$ cat config.mk
export PLATFORM = sky130hd
export DESIGN_NAME = lru_page_cache_with_code_lock_core
export DESIGN_NICKNAME = d
export VERILOG_FILES = /design/src/hdl/lpc_pkg.sv /design/src/hdl/lpc_ram.sv /design/src/hdl/lru_page_cache_with_code_lock_core.sv
export SDC_FILE = /design/constraint.sdc
export NUM_CORES = 1
export LEC_CHECK = 0
export BUFFER_PORTS_ARGS = -buffer_cell sky130_fd_sc_hd__buf_4
export CORE_MARGIN = 3
export CORE_UTILIZATION = 25
export CTS_CLUSTER_DIAMETER = 120
export DETAILED_ROUTE_END_ITERATION = 8
export GPL_TIMING_DRIVEN = 1
export HOLD_SLACK_MARGIN = 0.12
export PLACE_DENSITY = 0.49
export REMOVE_ABC_BUFFERS = 1
export SETUP_SLACK_MARGIN = 0.15
export SLEW_MARGIN = 20
export SYNTH_ARGS = -nofsm -noshare
export SYNTH_HDL_FRONTEND = slang
export SYNTH_HIERARCHICAL = 1
export SYNTH_SLANG_ARGS = --single-unit
$ cat constraint.sdc
create_clock -name i_clk -period 6.65 [get_ports i_clk]
set_clock_uncertainty 0.1 [all_clocks]
set_input_delay 1.995 -clock i_clk [delete_from_list [all_inputs] [get_ports i_clk]]
set_output_delay 1.995 -clock i_clk [all_outputs]
set_load 0.02 [all_outputs]
$ cat src/hdl/lpc_pkg.sv
// Package: shared types and constants of the LRU page cache with code lock.
package lpc_pkg;

    localparam int PAGE_W    = 8;
    localparam int SLOT_W    = 3;
    localparam int AGE_W     = 32;
    localparam int SLOTS_DEF = 8;

    localparam logic [AGE_W-1:0] AGE_LOCK  = 32'hFFFF_FFFF;
    localparam logic [AGE_W-1:0] COUNT_MAX = 32'hFFFF_FFFE;

    typedef enum logic {
        OP_DATA = 1'b0,
        OP_CODE = 1'b1
    } t_opcode;

    typedef enum logic [1:0] {
        ST_MAIN = 2'd0,
        ST_SAME = 2'd1,
        ST_HIT  = 2'd2,
        ST_MISS = 2'd3
    } t_status;

    typedef struct packed {
        t_opcode             opcode;
        logic [PAGE_W-1:0]   page;
    } t_req;

    typedef struct packed {
        t_status             status;
        logic [SLOT_W-1:0]   slot;
        logic [PAGE_W-1:0]   fill_page;
    } t_rsp;

    // One slot entry as kept in the slot memory.
    typedef struct packed {
        logic                used;
        logic [PAGE_W-1:0]   tag;
        logic [AGE_W-1:0]    age;
    } t_entry;

endpackage

$ cat src/hdl/lpc_ram.sv
// Generic simple dual-port RAM with one write port and a registered read port.
module lpc_ram #(
    parameter int W = 8,
    parameter int D = 8
) (
    input  logic                                 i_clk,
    input  logic                                 i_we,
    input  logic [((D > 1) ? $clog2(D) : 1)-1:0] i_waddr,
    input  logic [W-1:0]                         i_wdata,
    input  logic [((D > 1) ? $clog2(D) : 1)-1:0] i_raddr,
    output logic [W-1:0]                         o_rdata
);

    logic [W-1:0] r_mem [D];
    logic [W-1:0] r_rdata;

    always_ff @(posedge i_clk) begin
        if (i_we) begin
            r_mem[i_waddr] <= i_wdata;
        end
        r_rdata <= r_mem[i_raddr];
    end

    assign o_rdata = r_rdata;

endmodule

$ cat src/hdl/lru_page_cache_with_code_lock_core.sv
// Top level: LRU page-slot manager with a locked code slot.
//
//   channel   signals                        direction  beat taken when
//   request   start, busy, i_req             in         start high and busy low
//   result    o_strobe, o_rsp                out        o_strobe high (one cycle)
//   config    i_cfg_we, i_cfg_wdata          in         i_cfg_we high
//
// A data request for a main-memory page, or a code change to the page that is
// already the code page, is answered in the cycle after the beat and busy stays low.
// Every other request scans the slot memory one entry per cycle, then decides,
// writes back, where needed, the old code slot and then the new slot, and presents
// its result in the cycle after the second write-back. The single read port of the
// slot memory is why the scan reads one entry at a time.
// Reset is synchronous and active low; it empties every slot through per-entry
// valid bits, so no clearing pass is needed. The receiver cannot stall results.
module lru_page_cache_with_code_lock_core #(
    parameter int SLOTS = lpc_pkg::SLOTS_DEF
) (
    input  logic                        i_clk,
    input  logic                        i_rst_n,
    input  logic                        start,
    output logic                        busy,
    input  lpc_pkg::t_req               i_req,
    output logic                        o_strobe,
    output lpc_pkg::t_rsp               o_rsp,
    input  logic                        i_cfg_we,
    input  logic [lpc_pkg::PAGE_W-1:0]  i_cfg_wdata
);

    import lpc_pkg::*;

    localparam int IW = (SLOTS > 1) ? $clog2(SLOTS) : 1;
    localparam int CW = $clog2(SLOTS + 1);
    localparam int EW = $bits(t_entry);

    // Controller states, one-hot.
    typedef enum logic [4:0] {
        S_IDLE   = 5'b00001,
        S_SCAN   = 5'b00010,
        S_DECIDE = 5'b00100,
        S_WOLD   = 5'b01000,
        S_WNEW   = 5'b10000
    } t_state;

    t_state r_state;

    // Architectural state kept in flip-flops.
    logic [PAGE_W-1:0] r_main_pages;
    logic [SLOTS-1:0]  r_valid;
    logic [AGE_W-1:0]  r_use;
    logic [IW-1:0]     r_cur;
    logic [IW-1:0]     r_code_slot;
    logic              r_code_in_main;
    logic [PAGE_W-1:0] r_code_page;
    logic              r_code_valid;

    // The request being worked on.
    t_opcode           r_op;
    logic [PAGE_W-1:0] r_page;
    logic              r_below;
    logic              r_sub;

    // Scan pipeline and the values it gathers.
    logic [CW-1:0]     r_cnt;
    logic              r_pvld;
    logic [IW-1:0]     r_pidx;
    logic [AGE_W-1:0]  r_least;
    logic [IW-1:0]     r_best;
    logic              r_found;
    logic [IW-1:0]     r_hit;
    logic              r_cur_hit;
    t_entry            r_code_ent;

    // Write-back requests prepared in the decide cycle.
    logic              r_wold_en;
    logic [IW-1:0]     r_wold_addr;
    t_entry            r_wold_data;
    logic              r_wnew_en;
    logic [IW-1:0]     r_wnew_addr;
    t_entry            r_wnew_data;

    logic              r_strobe;
    t_rsp              r_rsp;

    // Slot memory ports.
    logic              ram_we;
    logic [IW-1:0]     ram_waddr;
    t_entry            ram_wdata;
    logic [EW-1:0]     ram_q;

    lpc_ram #(
        .W (EW),
        .D (SLOTS)
    ) u_slot_ram (
        .i_clk   (i_clk),
        .i_we    (ram_we),
        .i_waddr (ram_waddr),
        .i_wdata (ram_wdata),
        .i_raddr (r_cnt[IW-1:0]),
        .o_rdata (ram_q)
    );

    assign ram_we    = ((r_state == S_WOLD) && r_wold_en) || ((r_state == S_WNEW) && r_wnew_en);
    assign ram_waddr = (r_state == S_WOLD) ? r_wold_addr : r_wnew_addr;
    assign ram_wdata = (r_state == S_WOLD) ? r_wold_data : r_wnew_data;

    // Entry coming back from the memory; a never-written entry reads as empty.
    t_entry           scan_ent;
    logic [AGE_W-1:0] scan_age;
    logic             scan_match;

    always_comb begin
        scan_ent = r_valid[r_pidx] ? t_entry'(ram_q) : '0;
        // On a code change the old code slot is first unlocked to the current count,
        // so the victim search sees that age instead of the lock.
        scan_age = (r_sub && (r_pidx == r_code_slot)) ? r_use : scan_ent.age;
        scan_match = scan_ent.used && (scan_ent.tag == r_page);
    end

    // Decision taken once the scan is complete.
    logic [AGE_W-1:0] cnt_inc;
    logic             is_code;
    logic             do_fetch;
    logic [IW-1:0]    new_idx;
    t_status          dec_status;
    logic             dec_wnew_en;
    logic             dec_wold_en;
    logic [IW+SLOT_W-1:0] new_ext;

    always_comb begin
        cnt_inc  = (r_use < COUNT_MAX) ? r_use + AGE_W'(1) : r_use;
        is_code  = (r_op == OP_CODE);
        // A code change to a main-memory page only moves the code out of its slot.
        do_fetch = !is_code || !r_below;
        new_idx  = r_cur_hit ? r_cur : (r_found ? r_hit : r_best);
        priority if (!do_fetch) begin
            dec_status = ST_MAIN;
        end else if (r_cur_hit) begin
            dec_status = ST_SAME;
        end else if (r_found) begin
            dec_status = ST_HIT;
        end else begin
            dec_status = ST_MISS;
        end
        // A data hit on the code page keeps the lock age; a hit on the current slot
        // changes nothing. A code change always locks its new slot.
        if (is_code) begin
            dec_wnew_en = do_fetch;
        end else begin
            dec_wnew_en = !r_cur_hit &&
                          !(r_found && r_code_valid && (r_code_page == r_page));
        end
        dec_wold_en = is_code && !r_code_in_main && !(do_fetch && (new_idx == r_code_slot));
        new_ext = {{SLOT_W{1'b0}}, new_idx};
    end

    always_ff @(posedge i_clk) begin
        if (!i_rst_n) begin
            r_state        <= S_IDLE;
            r_main_pages   <= '0;
            r_valid        <= '0;
            r_use          <= '0;
            r_cur          <= '0;
            r_code_slot    <= '0;
            r_code_in_main <= 1'b0;
            r_code_page    <= '0;
            r_code_valid   <= 1'b0;
            r_strobe       <= 1'b0;
            r_pvld         <= 1'b0;
            r_cnt          <= '0;
        end else begin
            r_strobe <= 1'b0;
            if (i_cfg_we) begin
                r_main_pages <= i_cfg_wdata;
            end
            if (ram_we) begin
                r_valid[ram_waddr] <= 1'b1;
            end
            unique case (r_state)
                S_IDLE: begin
                    if (start) begin
                        r_op       <= i_req.opcode;
                        r_page     <= i_req.page;
                        r_below    <= (i_req.page < r_main_pages);
                        r_sub      <= (i_req.opcode == OP_CODE) && !r_code_in_main;
                        r_cnt      <= '0;
                        r_pvld     <= 1'b0;
                        r_least    <= AGE_LOCK;
                        r_best     <= '0;
                        r_found    <= 1'b0;
                        r_hit      <= '0;
                        r_cur_hit  <= 1'b0;
                        r_code_ent <= '0;
                        priority if ((i_req.opcode == OP_DATA) &&
                                     (i_req.page < r_main_pages)) begin
                            r_rsp    <= '{status: ST_MAIN, slot: '0, fill_page: '0};
                            r_strobe <= 1'b1;
                        end else if ((i_req.opcode == OP_CODE) && r_code_valid &&
                                     (r_code_page == i_req.page)) begin
                            r_rsp.status    <= ST_SAME;
                            r_rsp.slot      <= r_code_in_main ? '0 :
                                SLOT_W'({{SLOT_W{1'b0}}, r_code_slot});
                            r_rsp.fill_page <= '0;
                            r_strobe        <= 1'b1;
                        end else begin
                            r_state <= S_SCAN;
                        end
                    end
                end
                S_SCAN: begin
                    if (r_cnt < CW'(SLOTS)) begin
                        r_cnt  <= r_cnt + CW'(1);
                        r_pvld <= 1'b1;
                        r_pidx <= r_cnt[IW-1:0];
                    end else begin
                        r_pvld <= 1'b0;
                    end
                    if (r_pvld) begin
                        if (scan_age < r_least) begin
                            r_least <= scan_age;
                            r_best  <= r_pidx;
                        end
                        if (scan_match && !r_found) begin
                            r_found <= 1'b1;
                            r_hit   <= r_pidx;
                        end
                        if (r_pidx == r_cur) begin
                            r_cur_hit <= scan_match;
                        end
                        if (r_pidx == r_code_slot) begin
                            r_code_ent <= scan_ent;
                        end
                        if (r_cnt == CW'(SLOTS)) begin
                            r_state <= S_DECIDE;
                        end
                    end
                end
                S_DECIDE: begin
                    r_wold_en   <= dec_wold_en;
                    r_wold_addr <= r_code_slot;
                    r_wold_data <= '{used: r_code_ent.used, tag: r_code_ent.tag, age: r_use};
                    r_wnew_en   <= dec_wnew_en;
                    r_wnew_addr <= new_idx;
                    r_wnew_data <= '{used: 1'b1, tag: r_page,
                                     age: is_code ? AGE_LOCK : cnt_inc};
                    if (do_fetch) begin
                        r_cur <= new_idx;
                        if (!r_cur_hit) begin
                            r_use <= cnt_inc;
                        end
                    end
                    if (is_code) begin
                        r_code_page    <= r_page;
                        r_code_valid   <= 1'b1;
                        r_code_in_main <= !do_fetch;
                        if (do_fetch) begin
                            r_code_slot <= new_idx;
                        end
                    end
                    r_rsp.status    <= dec_status;
                    r_rsp.slot      <= do_fetch ? new_ext[SLOT_W-1:0] : '0;
                    r_rsp.fill_page <= (dec_status == ST_MISS) ? r_page : '0;
                    r_state         <= S_WOLD;
                end
                S_WOLD: begin
                    r_state <= S_WNEW;
                end
                S_WNEW: begin
                    r_strobe <= 1'b1;
                    r_state  <= S_IDLE;
                end
                default: begin
                    r_state <= S_IDLE;
                end
            endcase
        end
    end

    assign busy     = (r_state != S_IDLE);
    assign o_strobe = r_strobe;
    assign o_rsp    = r_rsp;

endmodule
Word-level counts from Yosys, hierarchy flattened

Memories as Yosys holds them, arrays and structs flattened. A register that Yosys moved wholly into a read port is not among the register bits.
Cells that the tools add are included.

Word-level logic and storage cells: 178
RAM bits: 328
Memories: 1
Register bits: 240
Input port bits: 21

Memory list:

| memory           | words | bits a word | rd ports | clocked after memory_dff | write ports | RTL line      | text |
|---|---|---|---|---|---|---|---|
| u_slot_ram.r_mem | 8     | 41          | 1        | 1                        | 1           | lpc_ram.sv:14 | `logic [W-1:0] r_mem [D];` |

Muxes and demuxes: 61
Reductions and logical operators: 43
$lt $le $gt $ge: 7
Bitwise logic cells: 3
Add/sub/neg operators: 2
Equality and inequality tests: 25

Operators by type and width:

| operator                                                   | number |
|---|---|
| two-way mux 41 bit                                         | 5 |
| two-way mux 32 bit                                         | 5 |
| case mux 41 bit (2 select lines)                           | 1 |
| case mux 32 bit (2 select lines)                           | 1 |
| two-way mux 13 bit                                         | 3 |
| adder 32 x 1 -> 32 bit, second input constant              | 1 |
| less-than comparator 32 bit                                | 1 |
| less-than comparator 32 bit, second input constant         | 1 |
| two-way mux 3 bit                                          | 10 |
| case mux 13 bit (2 select lines)                           | 1 |
| two-way mux 5 bit                                          | 5 |
| AND reduction 5 bit                                        | 5 |
| == test 8 bit                                              | 3 |
| != test 2 bit, second input constant                       | 10 |
| case mux 5 bit (4 select lines)                            | 1 |
| logical AND 1 bit                                          | 16 |
| two-way mux 1 bit                                          | 15 |
| AND reduction 3 bit                                        | 5 |
| case mux 3 bit (2 select lines)                            | 2 |
| == test 3 bit                                              | 3 |
| zero test 1 bit                                            | 8 |
| less-than comparator 3 x 4 -> 1 bit, second input constant | 2 |
| less-than comparator 8 bit                                 | 1 |
| two-way mux 4 bit                                          | 2 |
| other kinds (24)                                           | 34 |

Logic depth before layout (Yosys ltp)

Depth after elaboration: 9
Gate-level depth with buffers: 13
Mapped depth without buffers: 11

By module

Netlist, hierarchy kept.

Modules (own cells, without submodules):

| module                             | area an instance (um2) | sequential area each (um2) | times used | cells an instance |
|---|---|---|---|---|
| lpc_ram                            | 13492.9                | 10670.2                    | 1          | 528 |
| lru_page_cache_with_code_lock_core | 11827.6                | 6456.2                     | 1          | 1080 |

Worst setup path after synthesis

OpenSTA, ideal clock, no wires.

Path type: input to register
Start point: in i_rst_n
End point: reg r_rsp (netlist bit o_rsp[0]), enable pin
Required time: 6.164 ns
Arrival time: 5.020 ns
Stages on the path: 3
Setup slack: 1.144 ns
Buffers on the path: 1
Cells stage by stage: clkbuf_1 > and3_1 > o21bai_1

Cells in the longest elaborated chain, start to end: 1

Ends and longest elaborated chain:

| item                                 | RTL line                                  | text |
|---|---|---|
| start: declaration                   | lru_page_cache_with_code_lock_core.sv:20  | `input logic i_rst_n,` |
| AND reduction 4 bit (no source line) | -                                         |  |
| end signal: assignment               | lru_page_cache_with_code_lock_core.sv:196 | `r_rsp <= '{status: ST_MAIN, slot: '0, fill_page: '0};` |
| end: declaration                     | lru_page_cache_with_code_lock_core.sv:83  | `t_rsp r_rsp;` |

No other way between the ends.
A chain may end at the register's enable or synchronous reset.

Worst setup path after layout

Start point: reg r_pidx[2]
End point: reg r_least[8], enable pin

Cells in the longest elaborated chain, start to end: 7
Elaborated cells on any way between the ends: 9
Classes of those cells: 1 x order compare; 2 x eq/ne; 4 x mux; 2 x reduce/logical

Ends and longest elaborated chain:

| item                                     | RTL line                                  | text |
|---|---|---|
| start: declaration                       | lru_page_cache_with_code_lock_core.sv:66  | `logic [IW-1:0] r_pidx;` |
| start signal: assignment                 | lru_page_cache_with_code_lock_core.sv:214 | `r_pidx <= r_cnt[IW-1:0];` |
| binary-select mux 1 bit (select 3 bit)   | lru_page_cache_with_code_lock_core.sv:113 | `scan_ent = r_valid[r_pidx] ? t_entry'(ram_q) : '0;` |
| two-way mux 1 bit (not written as such)  | lru_page_cache_with_code_lock_core.sv:113 |  |
| two-way mux 41 bit                       | lru_page_cache_with_code_lock_core.sv:113 |  |
| two-way mux 32 bit (*)                   | lru_page_cache_with_code_lock_core.sv:116 | `scan_age = (r_sub && (r_pidx == r_code_slot)) ? r_use : scan_ent.age;` |
| via scan_age[3]                          | lru_page_cache_with_code_lock_core.sv:109 | `logic [AGE_W-1:0] scan_age;` |
| less-than comparator 32 bit (*)          | lru_page_cache_with_code_lock_core.sv:219 | `if (scan_age < r_least) begin` |
| != test 2 bit (no source line) (*)       | -                                         |  |
| AND reduction 5 bit (no source line) (*) | -                                         |  |
| end signal: assignment                   | lru_page_cache_with_code_lock_core.sv:220 | `r_least <= scan_age;` |
| end: declaration                         | lru_page_cache_with_code_lock_core.sv:67  | `logic [AGE_W-1:0] r_least;` |

Mark *: on every way through the listed nets, which the timed path passes. The rest lies on a longest branch. The select of a mux whose other input is x is not followed.

==> metrics.txt <==
# TYPE chip_impl_metric gauge
chip_impl_metric{name="global_route_usage_sum",unit="%"} 11.33
chip_impl_metric{name="avgRoutedWirePerCell",unit="um"} 19.17
chip_impl_metric{name="synth.avg_cell_area",unit="um2"} 15.75
chip_impl_metric{name="firstDrtPassIters",unit=""} 5
chip_impl_info{name="tritoncts",value="built"} 1
chip_impl_metric{name="syn2layout_area_growth",unit="%"} 16.09
chip_impl_metric{name="post_synthesis_xor_xnor_area_fraction",unit="%"} 3.009
chip_impl_metric{name="num-nets-final",unit=""} 1723
chip_impl_metric{name="final.setup.tns",unit="ns"} 0
chip_impl_metric{name="antenna_violations_before_repair",unit=""} 1
chip_impl_metric{name="grt_pass1_vias",unit=""} 13980
chip_impl_metric{name="timing.hold.worst_path_depth",unit=""} 0
chip_impl_metric{name="number_of_antenna_cells_inserted",unit=""} 0
chip_impl_metric{name="detail_route.iter0.violations",unit=""} 868
chip_impl_metric{name="vias_per_cell",unit=""} 4.424
chip_impl_metric{name="gp_congestion",unit=""} 0.8015
chip_impl_metric{name="floorplan.die_area",unit="um2"} 105100
chip_impl_metric{name="clk_pin_slew",unit="ns"} 0.06
chip_impl_metric{name="r2r_cells",unit=""} 13
chip_impl_metric{name="count_of_input_and_output_buffers",unit=""} 35
chip_impl_metric{name="drtAntennaViolNets",unit=""} 0
chip_impl_metric{name="hold_viol_final",unit=""} 0
chip_impl_info{name="crit_path_cell_trace",value="mux2_2 -> mux4_2 -> buf_4 -> nand2_1 -> o21ai_0 -> ha_1 -> a211oi_1 -> o21ai_0 -> a311o_1 -> a41oi_1 -> o221ai_1 -> a21oi_4 -> buf_4"} 1
chip_impl_metric{name="post_route_cells_drive_above_1_share",unit="%"} 17.29
chip_impl_metric{name="cts-resized-gates",unit=""} 0
chip_impl_metric{name="timing.final.max_slew_violations",unit=""} 0
chip_impl_metric{name="timing.critical_path.required",unit="ns"} 6.84
chip_impl_metric{name="critical_path_arrival",unit="ns"} 5.27
chip_impl_metric{name="worst_path_largest_cell_delay",unit="ns"} 0.79
chip_impl_info{name="hp-class",value="reg -> reg"} 1
chip_impl_metric{name="dpl.hpwl",unit="um"} 36470
chip_impl_metric{name="die-width",unit="um"} 324.3
chip_impl_metric{name="slew_headroom",unit="%"} 15.72
chip_impl_info{name="crit_type",value="reg -> reg"} 1
chip_impl_metric{name="power.ir.vdd_worst",unit="mV"} 0.1827
chip_impl_info{name="crit_family",value="compound AO/OA/AOI/OAI gates"} 1
chip_impl_metric{name="finalPower",unit="W"} 0.007999
chip_impl_metric{name="synth-edff-count",unit=""} 493
chip_impl_metric{name="synth_area_in_adders",unit="%"} 2.026
chip_impl_metric{name="floorplan.die.height",unit="um"} 324.3
chip_impl_metric{name="initial_utilization",unit="%"} 25.25
chip_impl_metric{name="yosysWarnings",unit=""} 6
chip_impl_metric{name="power.density",unit="nW/um2"} 272.1
chip_impl_metric{name="cell_count_after_synthesis",unit=""} 1608
chip_impl_metric{name="fin_worst_hold_slack",unit="ns"} 0.3151
chip_impl_metric{name="muxShareOfSynthArea",unit="%"} 13.38
chip_impl_metric{name="final_core_util",unit="%"} 29.31
chip_impl_info{name="type_of_destination_of_the_critical_path",value="flop"} 1
chip_impl_info{name="grt_setup_unrepaired",value="false"} 1
chip_impl_metric{name="post_synth_num_cell_types",unit=""} 62
chip_impl_metric{name="cts_max_level",unit=""} 3
chip_impl_info{name="cp-start-kind",value="flop"} 1
chip_impl_metric{name="synth-compound-area-share",unit="%"} 2.901
chip_impl_info{name="critical_path_s_slowest_cell",value="sky130_fd_sc_hd__mux4_2"} 1
chip_impl_metric{name="worst_skew_pair.late_latency",unit="ns"} 0.59
chip_impl_metric{name="maximum_number_of_pins_on_one_net_before_global_route_repair",unit=""} 70
chip_impl_info{name="yosys_most_used_dff",value="sky130_fd_sc_hd__edfxtp_1"} 1
chip_impl_info{name="run_status",value="complete, no violations"} 1
chip_impl_metric{name="placement_rows",unit=""} 116
chip_impl_metric{name="gr-total-overflow",unit=""} 0
chip_impl_metric{name="synth-simple-area-share",unit="%"} 8.598
chip_impl_metric{name="timing.final.ws_setup",unit="ns"} 1.563
chip_impl_metric{name="synth.yosys.seq_area_share",unit="%"} 67.64
chip_impl_metric{name="setup_viol",unit=""} 0
chip_impl_metric{name="post-cts-setup-buffer-count",unit=""} 0
chip_impl_metric{name="fin_crit_sh",unit="%"} 76.49
chip_impl_info{name="clock_tree.root_cell",value="sky130_fd_sc_hd__clkbuf_16"} 1
chip_impl_metric{name="placement.setup.worst_slack",unit="ns"} 1.567
chip_impl_metric{name="clock_period_minus_final_worst_setup_slack",unit="ns"} 5.087
chip_impl_metric{name="postSynth.asyncResetShare",unit="%"} 0
chip_impl_metric{name="worstMarginPinSlew",unit="ns"} 1.247
chip_impl_metric{name="post_cts_hold_buffer_count",unit=""} 0
chip_impl_metric{name="grt_first_pass_wirelength",unit="um"} 89090
chip_impl_info{name="main_combinational_cell_family_by_area_after_synthesis",value="multiplexers"} 1
chip_impl_metric{name="num_io_pins",unit=""} 36
chip_impl_metric{name="core_ar",unit="um2"} 100300
chip_impl_metric{name="synth_seq_cells",unit=""} 609
chip_impl_metric{name="cts_made_buffers",unit=""} 66
chip_impl_metric{name="num-fill-cells",unit=""} 10020
chip_impl_metric{name="worstPathMaxFanout",unit=""} 29
chip_impl_metric{name="max_cap_violations",unit=""} 0
chip_impl_metric{name="drt_drc",unit=""} 0
chip_impl_metric{name="path_buf_inv",unit=""} 2
chip_impl_metric{name="tritoncts_num_sinks",unit=""} 609
chip_impl_metric{name="critical_path_depth",unit=""} 13
chip_impl_metric{name="leakagePower",unit="nW"} 9.844
chip_impl_metric{name="detailroute.via_count",unit=""} 13580
chip_impl_metric{name="routed_wirelength",unit="um"} 58840
chip_impl_metric{name="mappedNetlistArea",unit="um2"} 25320
chip_impl_metric{name="max_freq",unit="GHz"} 0.1966
chip_impl_metric{name="cts-root-to-sink-buffers",unit=""} 3
## routing by layer
layer  track usage [%]  part of all wire, %  wire length [um]  up-vias
li1                  -                    -                 -     6253
met1             14.81                   45             26340     6967
met2             19.08                   49             28660      267
met3             1.941                  4.1              2413       91
met4             3.771                  2.4              1429        0
met5                 0                    0                 0        -
## registers in the layout, indices dropped and copies added (netlist names), 3 cells and up
signal,cells
r_cur,3
o_rsp,13
r_code_slot,3
r_wnew_data,40
r_least,32
r_use,32
r_pidx,3
r_hit,3
r_valid,8
r_cnt,4
r_page,8
r_best,3
r_wold_data,41
r_wold_addr,3
r_code_page,8
u_slot_ram/r_mem,328
r_state,5
r_main_pages,8
u_slot_ram/o_rdata,41
r_code_ent,9
r_wnew_addr,3
## cells in the final DEF, fill, tap and decap left out, drive strengths merged, types with 49 or more instances in the layout
master and n:
buf 68, clkbuf 91, dfxtp 116, edfxtp 493, inv 53, mux2 85
mux4 83, nand2 98, nor2 84, o21ai 49, xnor2 59
## worst reg2reg max path, delay by kind of cell (launching register included)
kind	cells	cell delay, ns
mux	2	1.17
fa+ha+maj	1	0.35
buf+inv	2	0.69
flops	1	0.52
compound gates	7	1.88
simple gates	1	0.08
## layout make-up
type	instances	area, um2	share of cell area [%]
inverters	51	191.4	0.6512
repair buffers	68	560.5	1.907
clock inverters	28	294.0	1.000
well taps	1357	1698	5.776
multi-input cells	865	7657	26.05
flip-flops and latches	609	17140	58.29
clock buffers	91	1859	6.325
## path summary, 6_finish.rpt
check,from,to,slack [ns]
worst max register to register,r_pidx[2]$_DFFE_PP_,r_least[8]$_SDFFCE_PN1P_,1.56
worst max-delay path,r_pidx[2]$_DFFE_PP_,r_least[8]$_SDFFCE_PN1P_,1.56
worst min-delay path,r_code_ent[40]$_SDFFCE_PN0P_,r_wold_data[40]$_DFFE_PP_,0.32
worst min register to register,r_code_ent[40]$_SDFFCE_PN0P_,r_wold_data[40]$_DFFE_PP_,0.32
## synth_stat cells (13+ instances only)
| cell | number | share of area, % |
|---|---|---|
| sky130_fd_sc_hd__nand4_1 | 24 | 0.59 |
| sky130_fd_sc_hd__buf_2 | 17 | 0.34 |
| sky130_fd_sc_hd__clkbuf_1 | 37 | 0.55 |
| sky130_fd_sc_hd__mux2_2 | 85 | 3.8 |
| sky130_fd_sc_hd__dfxtp_1 | 116 | 9.2 |
| sky130_fd_sc_hd__or2_2 | 22 | 0.54 |
| sky130_fd_sc_hd__mux4_1 | 80 | 8.3 |
| sky130_fd_sc_hd__xor2_1 | 28 | 0.97 |
| sky130_fd_sc_hd__ha_1 | 41 | 2.0 |
| sky130_fd_sc_hd__and3_1 | 20 | 0.49 |
| sky130_fd_sc_hd__nand2_1 | 98 | 1.5 |
| sky130_fd_sc_hd__xnor2_1 | 59 | 2.0 |
| sky130_fd_sc_hd__buf_1 | 14 | 0.21 |
| sky130_fd_sc_hd__mux2i_1 | 26 | 1.0 |
| sky130_fd_sc_hd__nand3_1 | 26 | 0.51 |
| sky130_fd_sc_hd__a21oi_1 | 27 | 0.53 |
| sky130_fd_sc_hd__inv_1 | 50 | 0.74 |
| sky130_fd_sc_hd__nor4_1 | 13 | 0.32 |
| sky130_fd_sc_hd__o21ai_0 | 40 | 0.79 |
| sky130_fd_sc_hd__edfxtp_1 | 493 | 58 |
| sky130_fd_sc_hd__nand2b_1 | 45 | 1.1 |
| sky130_fd_sc_hd__nor2_1 | 84 | 1.2 |
| sky130_fd_sc_hd__nor3_1 | 46 | 0.91 |
## through the flow
| stage | area [um2] | instances |
|---|---|---|
| final | 29400 | 3069 |
| after detailed placement | 27200 | 2948 |
| after global placement | 27200 | 2948 |
| after CTS | 29350 | 3067 |
| after floorplan | 24890 | 1525 |
| after global routing | 29400 | 3069 |
## cells by family after synthesis
family / after synthesis
AO/OA/AOI/OAI: 121
XOR/XNOR: 87
flip-flops: 609
AND/OR/NAND/NOR: 422
adder cells (fa/ha/maj): 41
multiplexers: 194
buffers and inverters: 134
## report_power, final
group | switching, W | internal, W
Combinational | 0.000114 | 0.0000903
Clock | 0.00145 | 0.00219
Sequential | 0.0000344 | 0.00412
(Power assumes the default switching activity.)
